`src/hdl/arp_pkg.sv`:
```
package arp_pkg;

    localparam int TABLE_ENTRIES = 16;
    localparam int IDX_W = (TABLE_ENTRIES > 1) ? $clog2(TABLE_ENTRIES) : 1;
    localparam int CNT_W = $clog2(TABLE_ENTRIES + 1);

    localparam int IP_W    = 32;
    localparam int MAC_W   = 48;
    localparam int ENTRY_W = IP_W + MAC_W;
    localparam int CFG_W   = 48;

    // command codes
    localparam logic [1:0] CMD_LOOKUP = 2'd0;
    localparam logic [1:0] CMD_INSERT = 2'd1;
    localparam logic [1:0] CMD_PACKET = 2'd2;

    // configuration register indexes
    localparam logic CFG_OWN_IP  = 1'b0;
    localparam logic CFG_OWN_MAC = 1'b1;

    // arp header checks
    localparam logic [15:0] MIN_FRAME  = 16'd42;
    localparam logic [15:0] HW_ETHER   = 16'd1;
    localparam logic [15:0] PROTO_IPV4 = 16'h0800;
    localparam logic [7:0]  MAC_BYTES  = 8'd6;
    localparam logic [7:0]  IP_BYTES   = 8'd4;
    localparam logic [15:0] OP_REQUEST = 16'd1;

endpackage

```
`src/hdl/arp_cache_responder.sv`:
```
// sequence: a rejected packet or an unused command goes from idle straight to the
//   finish step; otherwise each entry scanned (up to 16) takes a read state and a
//   compare state on the single table read port and the shared 32-bit comparator
// intake: a new beat is taken only back in idle, after the finish step has issued
// reset: rst_n asynchronous active low clears valid bits, count, registers
module arp_cache_responder (
    input  logic                           clk,
    input  logic                           rst_n,

    // input channel
    input  logic                           in_valid,
    output logic                           in_stall,
    input  logic [1:0]                     command,
    input  logic [arp_pkg::IP_W-1:0]       ip_addr,
    input  logic [arp_pkg::MAC_W-1:0]      mac_addr,
    input  logic [arp_pkg::IP_W-1:0]       tgt_ip,
    input  logic [15:0]                    opcode,
    input  logic [15:0]                    hw_type,
    input  logic [15:0]                    ptype,
    input  logic [7:0]                     hw_len,
    input  logic [7:0]                     plen,
    input  logic [15:0]                    frame_length,

    // output channel
    output logic                           out_valid,
    input  logic                           out_stall,
    output logic                           status,
    output logic                           found,
    output logic [arp_pkg::MAC_W-1:0]      mac_out,
    output logic                           send_reply,
    output logic [arp_pkg::MAC_W-1:0]      reply_target_mac,
    output logic [arp_pkg::IP_W-1:0]       reply_target_ip,

    // configuration write port
    input  logic                           cfg_we,
    input  logic                           cfg_index,
    input  logic [arp_pkg::CFG_W-1:0]      cfg_data
);

    typedef enum logic [1:0] {
        S_IDLE,
        S_READ,
        S_CMP,
        S_FINISH
    } state_t;

    localparam logic [arp_pkg::IDX_W-1:0] LAST_IDX =
        arp_pkg::IDX_W'(arp_pkg::TABLE_ENTRIES - 1);

    // configuration
    logic [arp_pkg::IP_W-1:0]  own_ip_reg;
    logic [arp_pkg::MAC_W-1:0] own_mac_reg;

    // sequencer state and latched item
    state_t                        state_reg, state_next;
    logic [arp_pkg::IP_W-1:0]      key_reg, key_next;
    logic [arp_pkg::MAC_W-1:0]     mac_reg, mac_next;
    logic [arp_pkg::IP_W-1:0]      tip_reg, tip_next;
    logic [15:0]                   op_reg, op_next;
    logic                          lookup_reg, lookup_next;
    logic                          learn_reg, learn_next;
    logic                          pkt_ok_reg, pkt_ok_next;
    logic                          reject_reg, reject_next;

    // scan bookkeeping
    logic [arp_pkg::IDX_W-1:0]     idx_reg, idx_next;
    logic                          hit_reg, hit_next;
    logic [arp_pkg::MAC_W-1:0]     hit_mac_reg, hit_mac_next;
    logic                          free_found_reg, free_found_next;
    logic [arp_pkg::IDX_W-1:0]     free_idx_reg, free_idx_next;

    // table state outside the ram
    logic [arp_pkg::TABLE_ENTRIES-1:0] valid_reg, valid_next;
    logic [arp_pkg::CNT_W-1:0]         count_reg, count_next;

    // output register
    logic                          out_valid_reg, out_valid_next;
    logic                          status_reg, status_next;
    logic                          found_reg, found_next;
    logic [arp_pkg::MAC_W-1:0]     mac_out_reg, mac_out_next;
    logic                          reply_reg, reply_next;
    logic [arp_pkg::MAC_W-1:0]     reply_mac_reg, reply_mac_next;
    logic [arp_pkg::IP_W-1:0]      reply_ip_reg, reply_ip_next;

    // table ram
    logic                          ram_we;
    logic [arp_pkg::IDX_W-1:0]     ram_waddr;
    logic                          ram_re;
    logic [arp_pkg::ENTRY_W-1:0]   ram_rdata;
    logic [arp_pkg::IP_W-1:0]      rd_ip;
    logic [arp_pkg::MAC_W-1:0]     rd_mac;

    // shared comparator
    logic [arp_pkg::IP_W-1:0]      cmp_a;
    logic [arp_pkg::IP_W-1:0]      cmp_b;
    logic                          cmp_eq;

    logic                          hdr_ok;
    logic                          slot_valid;
    logic                          out_free;

    arp_ram #(
        .WIDTH (arp_pkg::ENTRY_W),
        .DEPTH (arp_pkg::TABLE_ENTRIES)
    ) u_table (
        .clk   (clk),
        .we    (ram_we),
        .waddr (ram_waddr),
        .wdata ({key_reg, mac_reg}),
        .re    (ram_re),
        .raddr (idx_reg),
        .rdata (ram_rdata)
    );

    assign rd_ip  = ram_rdata[arp_pkg::ENTRY_W-1:arp_pkg::MAC_W];
    assign rd_mac = ram_rdata[arp_pkg::MAC_W-1:0];

    // one comparator: entry ip against the key while scanning,
    // own ip against the target ip when the result is built
    assign cmp_a  = (state_reg == S_CMP) ? rd_ip   : own_ip_reg;
    assign cmp_b  = (state_reg == S_CMP) ? key_reg : tip_reg;
    assign cmp_eq = (cmp_a == cmp_b);

    // arp header sanity for a received packet
    assign hdr_ok = (frame_length >= arp_pkg::MIN_FRAME) &&
                    (hw_type == arp_pkg::HW_ETHER) &&
                    (ptype == arp_pkg::PROTO_IPV4) &&
                    (hw_len == arp_pkg::MAC_BYTES) &&
                    (plen == arp_pkg::IP_BYTES);

    assign slot_valid = valid_reg[idx_reg];
    assign out_free   = !out_valid_reg || !out_stall;

    // new beats only when the sequencer is idle
    assign in_stall = (state_reg != S_IDLE);

    always_comb
    begin
        state_next      = state_reg;
        key_next        = key_reg;
        mac_next        = mac_reg;
        tip_next        = tip_reg;
        op_next         = op_reg;
        lookup_next     = lookup_reg;
        learn_next      = learn_reg;
        pkt_ok_next     = pkt_ok_reg;
        reject_next     = reject_reg;
        idx_next        = idx_reg;
        hit_next        = hit_reg;
        hit_mac_next    = hit_mac_reg;
        free_found_next = free_found_reg;
        free_idx_next   = free_idx_reg;
        valid_next      = valid_reg;
        count_next      = count_reg;
        out_valid_next  = out_valid_reg;
        status_next     = status_reg;
        found_next      = found_reg;
        mac_out_next    = mac_out_reg;
        reply_next      = reply_reg;
        reply_mac_next  = reply_mac_reg;
        reply_ip_next   = reply_ip_reg;
        ram_we          = 1'b0;
        ram_waddr       = idx_reg;
        ram_re          = 1'b0;

        // result taken downstream
        if (out_valid_reg && !out_stall)
        begin
            out_valid_next = 1'b0;
        end

        unique case (state_reg)
            S_IDLE:
            begin
                if (in_valid)
                begin
                    key_next        = ip_addr;
                    mac_next        = mac_addr;
                    tip_next        = tgt_ip;
                    op_next         = opcode;
                    lookup_next     = (command == arp_pkg::CMD_LOOKUP);
                    pkt_ok_next     = (command == arp_pkg::CMD_PACKET) && hdr_ok;
                    reject_next     = (command == arp_pkg::CMD_PACKET) && !hdr_ok;
                    learn_next      = (command == arp_pkg::CMD_INSERT) ||
                                      ((command == arp_pkg::CMD_PACKET) && hdr_ok);
                    idx_next        = '0;
                    hit_next        = 1'b0;
                    hit_mac_next    = '0;
                    free_found_next = 1'b0;
                    free_idx_next   = '0;
                    if ((command == arp_pkg::CMD_LOOKUP) ||
                        (command == arp_pkg::CMD_INSERT) ||
                        ((command == arp_pkg::CMD_PACKET) && hdr_ok))
                    begin
                        state_next = S_READ;
                    end
                    else
                    begin
                        state_next = S_FINISH;
                    end
                end
            end

            S_READ:
            begin
                ram_re     = 1'b1;
                state_next = S_CMP;
            end

            S_CMP:
            begin
                if (slot_valid && cmp_eq)
                begin
                    // first valid match ends the scan, idx stays on it
                    hit_next     = 1'b1;
                    hit_mac_next = rd_mac;
                    state_next   = S_FINISH;
                end
                else
                begin
                    if (!slot_valid && !free_found_reg)
                    begin
                        free_found_next = 1'b1;
                        free_idx_next   = idx_reg;
                    end
                    if (idx_reg == LAST_IDX)
                    begin
                        state_next = S_FINISH;
                    end
                    else
                    begin
                        idx_next   = idx_reg + 1'b1;
                        state_next = S_READ;
                    end
                end
            end

            S_FINISH:
            begin
                if (out_free)
                begin
                    // matching slot, else first free slot, else slot 0
                    if (hit_reg)
                    begin
                        ram_waddr = idx_reg;
                    end
                    else if (free_found_reg)
                    begin
                        ram_waddr = free_idx_reg;
                    end
                    else
                    begin
                        ram_waddr = '0;
                    end
                    ram_we = learn_reg;
                    if (learn_reg)
                    begin
                        valid_next[ram_waddr] = 1'b1;
                        if (!hit_reg && free_found_reg)
                        begin
                            count_next = count_reg + 1'b1;
                        end
                    end

                    out_valid_next = 1'b1;
                    status_next    = reject_reg;
                    found_next     = lookup_reg && hit_reg;
                    mac_out_next   = (lookup_reg && hit_reg) ? hit_mac_reg : '0;
                    reply_next     = pkt_ok_reg && (op_reg == arp_pkg::OP_REQUEST) &&
                                     (own_ip_reg != '0) && cmp_eq;
                    reply_mac_next = reply_next ? mac_reg : '0;
                    reply_ip_next  = reply_next ? key_reg : '0;
                    state_next     = S_IDLE;
                end
            end

            default:
            begin
                state_next = S_IDLE;
            end
        endcase
    end

    always_ff @(posedge clk or negedge rst_n)
    begin
        if (!rst_n)
        begin
            state_reg      <= S_IDLE;
            key_reg        <= '0;
            mac_reg        <= '0;
            tip_reg        <= '0;
            op_reg         <= '0;
            lookup_reg     <= 1'b0;
            learn_reg      <= 1'b0;
            pkt_ok_reg     <= 1'b0;
            reject_reg     <= 1'b0;
            idx_reg        <= '0;
            hit_reg        <= 1'b0;
            hit_mac_reg    <= '0;
            free_found_reg <= 1'b0;
            free_idx_reg   <= '0;
            valid_reg      <= '0;
            count_reg      <= '0;
            out_valid_reg  <= 1'b0;
            status_reg     <= 1'b0;
            found_reg      <= 1'b0;
            mac_out_reg    <= '0;
            reply_reg      <= 1'b0;
            reply_mac_reg  <= '0;
            reply_ip_reg   <= '0;
        end
        else
        begin
            state_reg      <= state_next;
            key_reg        <= key_next;
            mac_reg        <= mac_next;
            tip_reg        <= tip_next;
            op_reg         <= op_next;
            lookup_reg     <= lookup_next;
            learn_reg      <= learn_next;
            pkt_ok_reg     <= pkt_ok_next;
            reject_reg     <= reject_next;
            idx_reg        <= idx_next;
            hit_reg        <= hit_next;
            hit_mac_reg    <= hit_mac_next;
            free_found_reg <= free_found_next;
            free_idx_reg   <= free_idx_next;
            valid_reg      <= valid_next;
            count_reg      <= count_next;
            out_valid_reg  <= out_valid_next;
            status_reg     <= status_next;
            found_reg      <= found_next;
            mac_out_reg    <= mac_out_next;
            reply_reg      <= reply_next;
            reply_mac_reg  <= reply_mac_next;
            reply_ip_reg   <= reply_ip_next;
        end
    end

    // configuration writes, unknown indexes cannot occur with a one-bit index
    // own mac is written here but is not read by the sequencer or driven to a port
    always_ff @(posedge clk or negedge rst_n)
    begin
        if (!rst_n)
        begin
            own_ip_reg  <= '0;
            own_mac_reg <= '0;
        end
        else if (cfg_we)
        begin
            unique case (cfg_index)
                arp_pkg::CFG_OWN_IP:  own_ip_reg  <= cfg_data[arp_pkg::IP_W-1:0];
                arp_pkg::CFG_OWN_MAC: own_mac_reg <= cfg_data[arp_pkg::MAC_W-1:0];
                default:              own_ip_reg  <= own_ip_reg;
            endcase
        end
    end

    assign out_valid        = out_valid_reg;
    assign status           = status_reg;
    assign found            = found_reg;
    assign mac_out          = mac_out_reg;
    assign send_reply       = reply_reg;
    assign reply_target_mac = reply_mac_reg;
    assign reply_target_ip  = reply_ip_reg;

`ifndef SYNTH
    // occupancy count tracks the number of valid slots
    assert property (@(posedge clk) disable iff (!rst_n)
        count_reg == arp_pkg::CNT_W'($countones(valid_reg)))
        else $error("occupancy count out of step with valid bits");

    // a result only appears out of the finish step
    assert property (@(posedge clk) disable iff (!rst_n)
        $rose(out_valid) |-> $past(state_reg == S_FINISH))
        else $error("result beat without finish step");

    // a lookup hit never comes with a reject or a reply
    assert property (@(posedge clk) disable iff (!rst_n)
        (out_valid && found) |-> (!status && !send_reply))
        else $error("lookup hit mixed with packet result");

    // table writes only at the finish step, and a valid slot stays valid
    assert property (@(posedge clk) disable iff (!rst_n)
        ram_we |-> ((state_reg == S_FINISH) &&
                    ((valid_next & valid_reg) == valid_reg)))
        else $error("table write outside finish step");
`endif

endmodule

```
`src/hdl/arp_ram.sv`:
```
module arp_ram #(
    parameter int WIDTH = 8,
    parameter int DEPTH = 16
) (
    input  logic                                         clk,
    input  logic                                         we,
    input  logic [((DEPTH > 1) ? $clog2(DEPTH) : 1)-1:0] waddr,
    input  logic [WIDTH-1:0]                             wdata,
    input  logic                                         re,
    input  logic [((DEPTH > 1) ? $clog2(DEPTH) : 1)-1:0] raddr,
    output logic [WIDTH-1:0]                             rdata
);

    logic [WIDTH-1:0] mem [DEPTH];

    always_ff @(posedge clk)
    begin
        if (we)
        begin
            mem[waddr] <= wdata;
        end
        if (re)
        begin
            rdata <= mem[raddr];
        end
    end

endmodule
```
`config.mk`:
```
export PLATFORM = sky130hd
export DESIGN_NAME = arp_cache_responder
export DESIGN_NICKNAME = d
export VERILOG_FILES = /design/src/hdl/arp_pkg.sv /design/src/hdl/arp_cache_responder.sv /design/src/hdl/arp_ram.sv
export SDC_FILE = /design/constraint.sdc
export NUM_CORES = 2
export LEC_CHECK = 0
export BUFFER_PORTS_ARGS = -buffer_cell sky130_fd_sc_hd__buf_2
export CORE_ASPECT_RATIO = 0.8
export CORE_UTILIZATION = 24
export DETAILED_ROUTE_END_ITERATION = 6
export GPL_ROUTABILITY_DRIVEN = 0
export PLACE_DENSITY = 0.44
export SKIP_LAST_GASP = 1
export SLEW_MARGIN = 20
export SYNTH_ARGS = -nofsm -noshare
export SYNTH_HDL_FRONTEND = slang
export SYNTH_HIERARCHICAL = 1
export SYNTH_SLANG_ARGS = --single-unit
```
`constraint.sdc`:
```
create_clock -name clk -period 10.1 [get_ports clk]
set_input_delay 0 -clock clk [delete_from_list [all_inputs] [get_ports clk]]
set_output_delay 0 -clock clk [all_outputs]
set_load 0.02 [all_outputs]
```
==> Yosys cells after proc, flatten, opt, wreduce, memory -nomap -nowiden <==
Memories as Yosys holds them, arrays and structs flattened. A register that Yosys moved wholly into a read port is not among the register bits.
Index checks and enable logic that the tools add are counted.
{ "word_totals": {"ff_bits": 372, "latch_bits": 0, "ram_bits": 1280, "rom_bits": 0, "input_bits": 248, "wordCells": 130, "memories": 1} }
{ "memory_table": {"columns": ["memory", "depth", "word_bits", "rd", "rd_ports_with_merged_regs", "write_ports", "line_no", "text"], "rows": [
  ["u_table.mem", 16, 80, 1, 1, 1, "arp_ram.sv:14", "logic [WIDTH-1:0] mem [DEPTH];"]
]} }
{ "classes": {"n_addsub": 1, "n_mul": 0, "div": 0, "n_lt_le_gt_ge": 4, "n_eq_ne": 18, "shifts": 0, "mux": 45, "bitwise": 2, "reduce_logical": 36} }
{ "ops": {"columns": ["op", "count"], "rows": [
  ["2-to-1 mux 48 bit", 4],
  ["2-to-1 mux 32 bit", 3],
  ["case mux 48 bit (2 select lines)", 1],
  ["2-to-1 mux 4 bit", 11],
  ["equality test 16 x 1 -> 1 bit, second input constant", 2],
  ["equality test 32 bit", 1],
  ["nonzero test 32 bit", 1],
  ["equality test 16 x 12 -> 1 bit, second input constant", 1],
  ["equality test 8 x 3 -> 1 bit, second input constant", 2],
  ["greater-or-equal comparator 16 x 6 -> 1 bit, second input constant", 1],
  ["bitwise OR 16 bit", 1],
  ["case mux 4 bit (2 select lines)", 2],
  ["logical AND 1 bit", 14],
  ["2-to-1 mux 1 bit", 14],
  ["< comparator 4 x 5 -> 1 bit, second input constant", 2],
  ["2-to-1 mux 2 bit", 5],
  ["!= test 2 bit, second input constant", 4],
  ["case mux 2 bit (4 select lines)", 1],
  ["AND reduction 2 bit", 4],
  ["AND reduction 4 bit", 2],
  ["equality test 2 bit, second input constant", 3],
  ["AND reduction 3 bit", 2],
  ["logical NOT 1 bit", 5],
  ["adder 4 x 1 -> 4 bit, second input constant", 1],
  ["11 further kinds", 19]
]} }

==> Longest topological paths before layout <==
{ "depth": {"ltp_word": 10, "ltp_mapped": 9, "mapped_depth_nobuf": 7} }

==> By module <==
The synthesis kept the hierarchy.
{ "by_module_without_submodules": {"columns": ["mod", "n_inst", "cells_each", "area_per_inst_um2", "seq_area_each_um2"], "rows": [
  ["arp_ram", 1, 2054, 50223.2, 40839.2],
  ["arp_cache_responder", 1, 1404, 14980.6, 9308.9]
]} }

==> Worst setup path before layout <==
No wires, ideal clock.
{ "synth_timing": {"kind": "register to register", "from": "register out_valid_reg (netlist: out_valid)", "to": "memory u_table/mem[0][0] in the netlist's numbering, enable pin", "setup_time_ns": 0.616, "t_arrival_ns": 7.644, "required_time_ns": 9.484, "path_slack_ns": 1.840, "stages_incl_launch_ff": 9, "synth_period_minus_slack_ns": 8.260, "cell_sequence": "dfrtp_1 nand2_1 nand3_1 clkbuf_1 clkbuf_1 buf_1 o21ai_0 or3b_2 nor3_1"} }
{ "synth_between": {"word_cells_on_any_way": 8} }
{ "synth_lines": {"columns": ["element", "line_no", "text"], "rows": [
  ["from (decl)", "arp_cache_responder.sv:77", "logic out_valid_reg, out_valid_next;"],
  ["from (signal assigned)", "arp_cache_responder.sv:330", "out_valid_reg <= out_valid_next;"],
  ["logical NOT 1 bit", "arp_cache_responder.sv:132", "assign out_free = !out_valid_reg || !out_stall;"],
  ["logical OR 1 bit", "arp_cache_responder.sv:132", null],
  ["2-to-1 mux 4 bit", "arp_cache_responder.sv:240", "if (out_free)"],
  ["2-to-1 mux 4 bit", "arp_cache_responder.sv:172", "unique case (state_reg)"],
  ["net ram_waddr, one bit", "arp_cache_responder.sv:87", "logic [arp_pkg::IDX_W-1:0] ram_waddr;"],
  ["to (decl)", "arp_ram.sv:14", null]
]} }
The timed path passes the listed nets, and every way through them passes these cells.

==> Worst setup path after layout <==
{ "layout_timing": {"from": "register state_reg[1]", "to": "memory u_table/mem[14][45] in the netlist's numbering, enable pin"} }
{ "layout_between": {"word_cells_on_any_way": 5} }
{ "layout_lines": {"columns": ["element", "line_no", "text"], "rows": [
  ["from (decl)", "arp_cache_responder.sv:55", "state_t state_reg, state_next;"],
  ["from (signal assigned)", "arp_cache_responder.sv:314", "state_reg <= state_next;"],
  ["equality test 2 bit", "arp_cache_responder.sv:172", null],
  ["2-to-1 mux 4 bit", "arp_cache_responder.sv:172", null],
  ["net ram_waddr, one bit", "arp_cache_responder.sv:87", null]
]} }
The timed path passes the listed nets, and every way through them passes these cells.

==> flow_summary.ini <==
[cells_and_area]
fillers = 26400
largest_reg_flops = 1280
final_layout_size_suffix_gt1_frac = 0.247
syn_to_final_growth_pct = 25.0
mostFrequentLayoutCell = edfxtp_1
mostFrequentLayoutCells = 1,360 x edfxtp_1, 585 x nand2_1, 396 x dlygate4sd3_1
finalNonFillerCells = 8067
regMostFlops = u_table/mem
nNetsFinal = 4552
top_regs = u_table/mem: 1280 flops, u_table/rdata: 80 flops

[clocking]
numCtsBuffers = 189
clock_latency_ns = 0.87
post_cts_buffers = 0
ctsRootBufferMaster = clkbuf_16
cts_tree = yes
clk_pin_slew_ns = 0.06
cts_max_level = 4
cts_max_path_buffers = 4
hold_buffers = 397
cts_resized = 0
cts_sinks = 1732

[synthesis]
ys.flop_type = edfxtp_1
netlist.top_cell.by_area = edfxtp_1
synth_area_sq_um = 65200
synth.yosys.seq_area_share = 0.769
syn_avg_cell_area_sq_um = 18.9
synth_edf_count = 1360
yosysWarningCount = 6
syn_nets = 3707
synth_top_area_share = 0.626
synthTopCellsByArea = edfxtp_1 63%, dfrtp_1 14%, mux4_2 11%
synthCells = 3458
async_reset_ff_frac = 0.215
ys_ff_latch = 1732
ys_types = 52

[pwr]
ir_worst_vdd_mv = 0.154
total_power_w = 0.0204
power.leakage_nw = 28.7
power_density_nw_per_um2 = 251

[worst_setup_path]
cp.required_ns = 10.56
arrival_ns = 5.92
path_class = reg2reg
end_kind = flop
start_kind = flop
critPathMaxFanout = 46

[route]
drc = 0
drt_iter0_drc = 2439
vias = 35300
totalWireLength_microns = 187000
antenna_left = 0
post_drt_wl_per_cell_microns = 23.1
viasPerCell = 4.37
first_pass_iters = 5

[min_path]
min_path_type = in2reg

[sta]
max_freq_ghz = 0.183
finalClockSkew_ns = 0.0738
hold_viol = 0
slew_headroom = 0.275
maxSlewViolCount = 0
final.setup.tns_ns = 0
period_needed_ns = 5.47
setup_viol = 0
rsz0062_at_grt = false
worst_pin_slew_ns = 1.09
period_share = 0.541

[global_route]
grt_usage = 0.135
antenna_found_initial = 10
grt_max_degree = 120
grt_pass1_vias = 37100
globalRoute.totalOverflow = 0
grt_pass1_wl_microns = 269000

[place]
dp_hpwl_microns = 99900
port_buffers = 363
place_inst = 7327

[floorplan]
row_count = 170
die_w_microns = 585
start_util = 0.242
pin_count = 381
die_area_sq_um = 274000
fp.coreArea_sq_um = 269000
chipHeight_microns = 468

[status]
status = finished clean

[run]
max-cap-violations = 0
==> metrics by stage <==
step           utilization  worst slack [ns]  area [sq um]  hold slack, ns
6_report             0.303              4.63         81500          0.0559
5_1_grt              0.303              4.41         81500          0.0416
4_1_cts              0.303              4.58         81500         0.00392
3_5_place_dp         0.266              4.60         71600         -0.0553
3_3_place_gp         0.266              4.67         71600         -0.0585
2_1_floorplan            -              1.84         65200          -0.296
==> cell families after synthesis <==
group,Yosys count,synth area share
AO/OA/AOI/OAI,387,0.0450
XOR/XNOR,64,0.00860
adder cells (fa/ha/maj),1,0.000192
buffers and inverters,206,0.0142
flip-flops,1732,0.769
multiplexers,361,0.118
AND/OR/NAND/NOR,707,0.0445
==> path summary, 6_finish.rpt <==
check | to | cells past startpoint | slack (ns) | start
setup / recovery | u_table/mem[14][45] | 6 | 4.63 | state_reg[1]
hold / removal | mac_reg[46] | 4 | 0.06 | mac_addr[46]
setup reg to reg | u_table/mem[14][45] | 6 | 4.63 | state_reg[1]
hold reg to reg | hit_mac_reg[34] | 2 | 0.45 | u_table/rdata[34]
max in group asynchronous | reply_target_ip[19] | 5 | 8.00 | rst_n
min in group asynchronous | tip_reg[24] | 4 | 0.37 | rst_n
==> cell type report <==
type	instances	area, sq um	share of cell area
Clock inverter	86	803	0.00985
Inverter	10	37.5	0.000460
Antenna cell	7	17.5	0.000215
Tap cell	3612	4520	0.0554
Clock buffer	250	5090	0.0625
Multi-Input combinational cell	1520	14300	0.176
Timing Repair Buffer	850	6560	0.0804
Sequential cell	1732	50200	0.615
==> metal layers <==
layer  vias up  share of wire  track usage
met3       221          0.061       0.0300
met4         0          0.019       0.0284
met2       937           0.45        0.207
met5         -              0            0
met1     18700           0.47        0.193
li1      15400              -            -
==> worst max-delay path: stages, from the launching register on <==
cell and delay, ns:
dfrtp_1 0.84, nand3_4 0.89, o21ai_0 0.65, nand3_1 0.43, nor2_4 0.81, buf_4 0.71
buf_4 0.66
==> synthesized netlist by cell type, drive strengths merged, types with 15 or more instances <==
cell type	count
nor4	28
xnor2	32
a21o	17
clkbuf	120
nor2	25
nand4	15
buf	76
o21ai	59
mux4	325
xor2	32
edfxtp	1360
dfrtp	372
nand2	586
a22oi	163
mux2	34
a22o	131
==> power breakdown <==
| part | switching [W] | total (W) | internal (W) |
|---|---|---|---|
| clock network | 0.00288 | 0.00675 | 0.00387 |
| registers | 0.000873 | 0.00986 | 0.00899 |
| logic | 0.00225 | 0.00382 | 0.00157 |
Power figures use the tool's default switching activity.
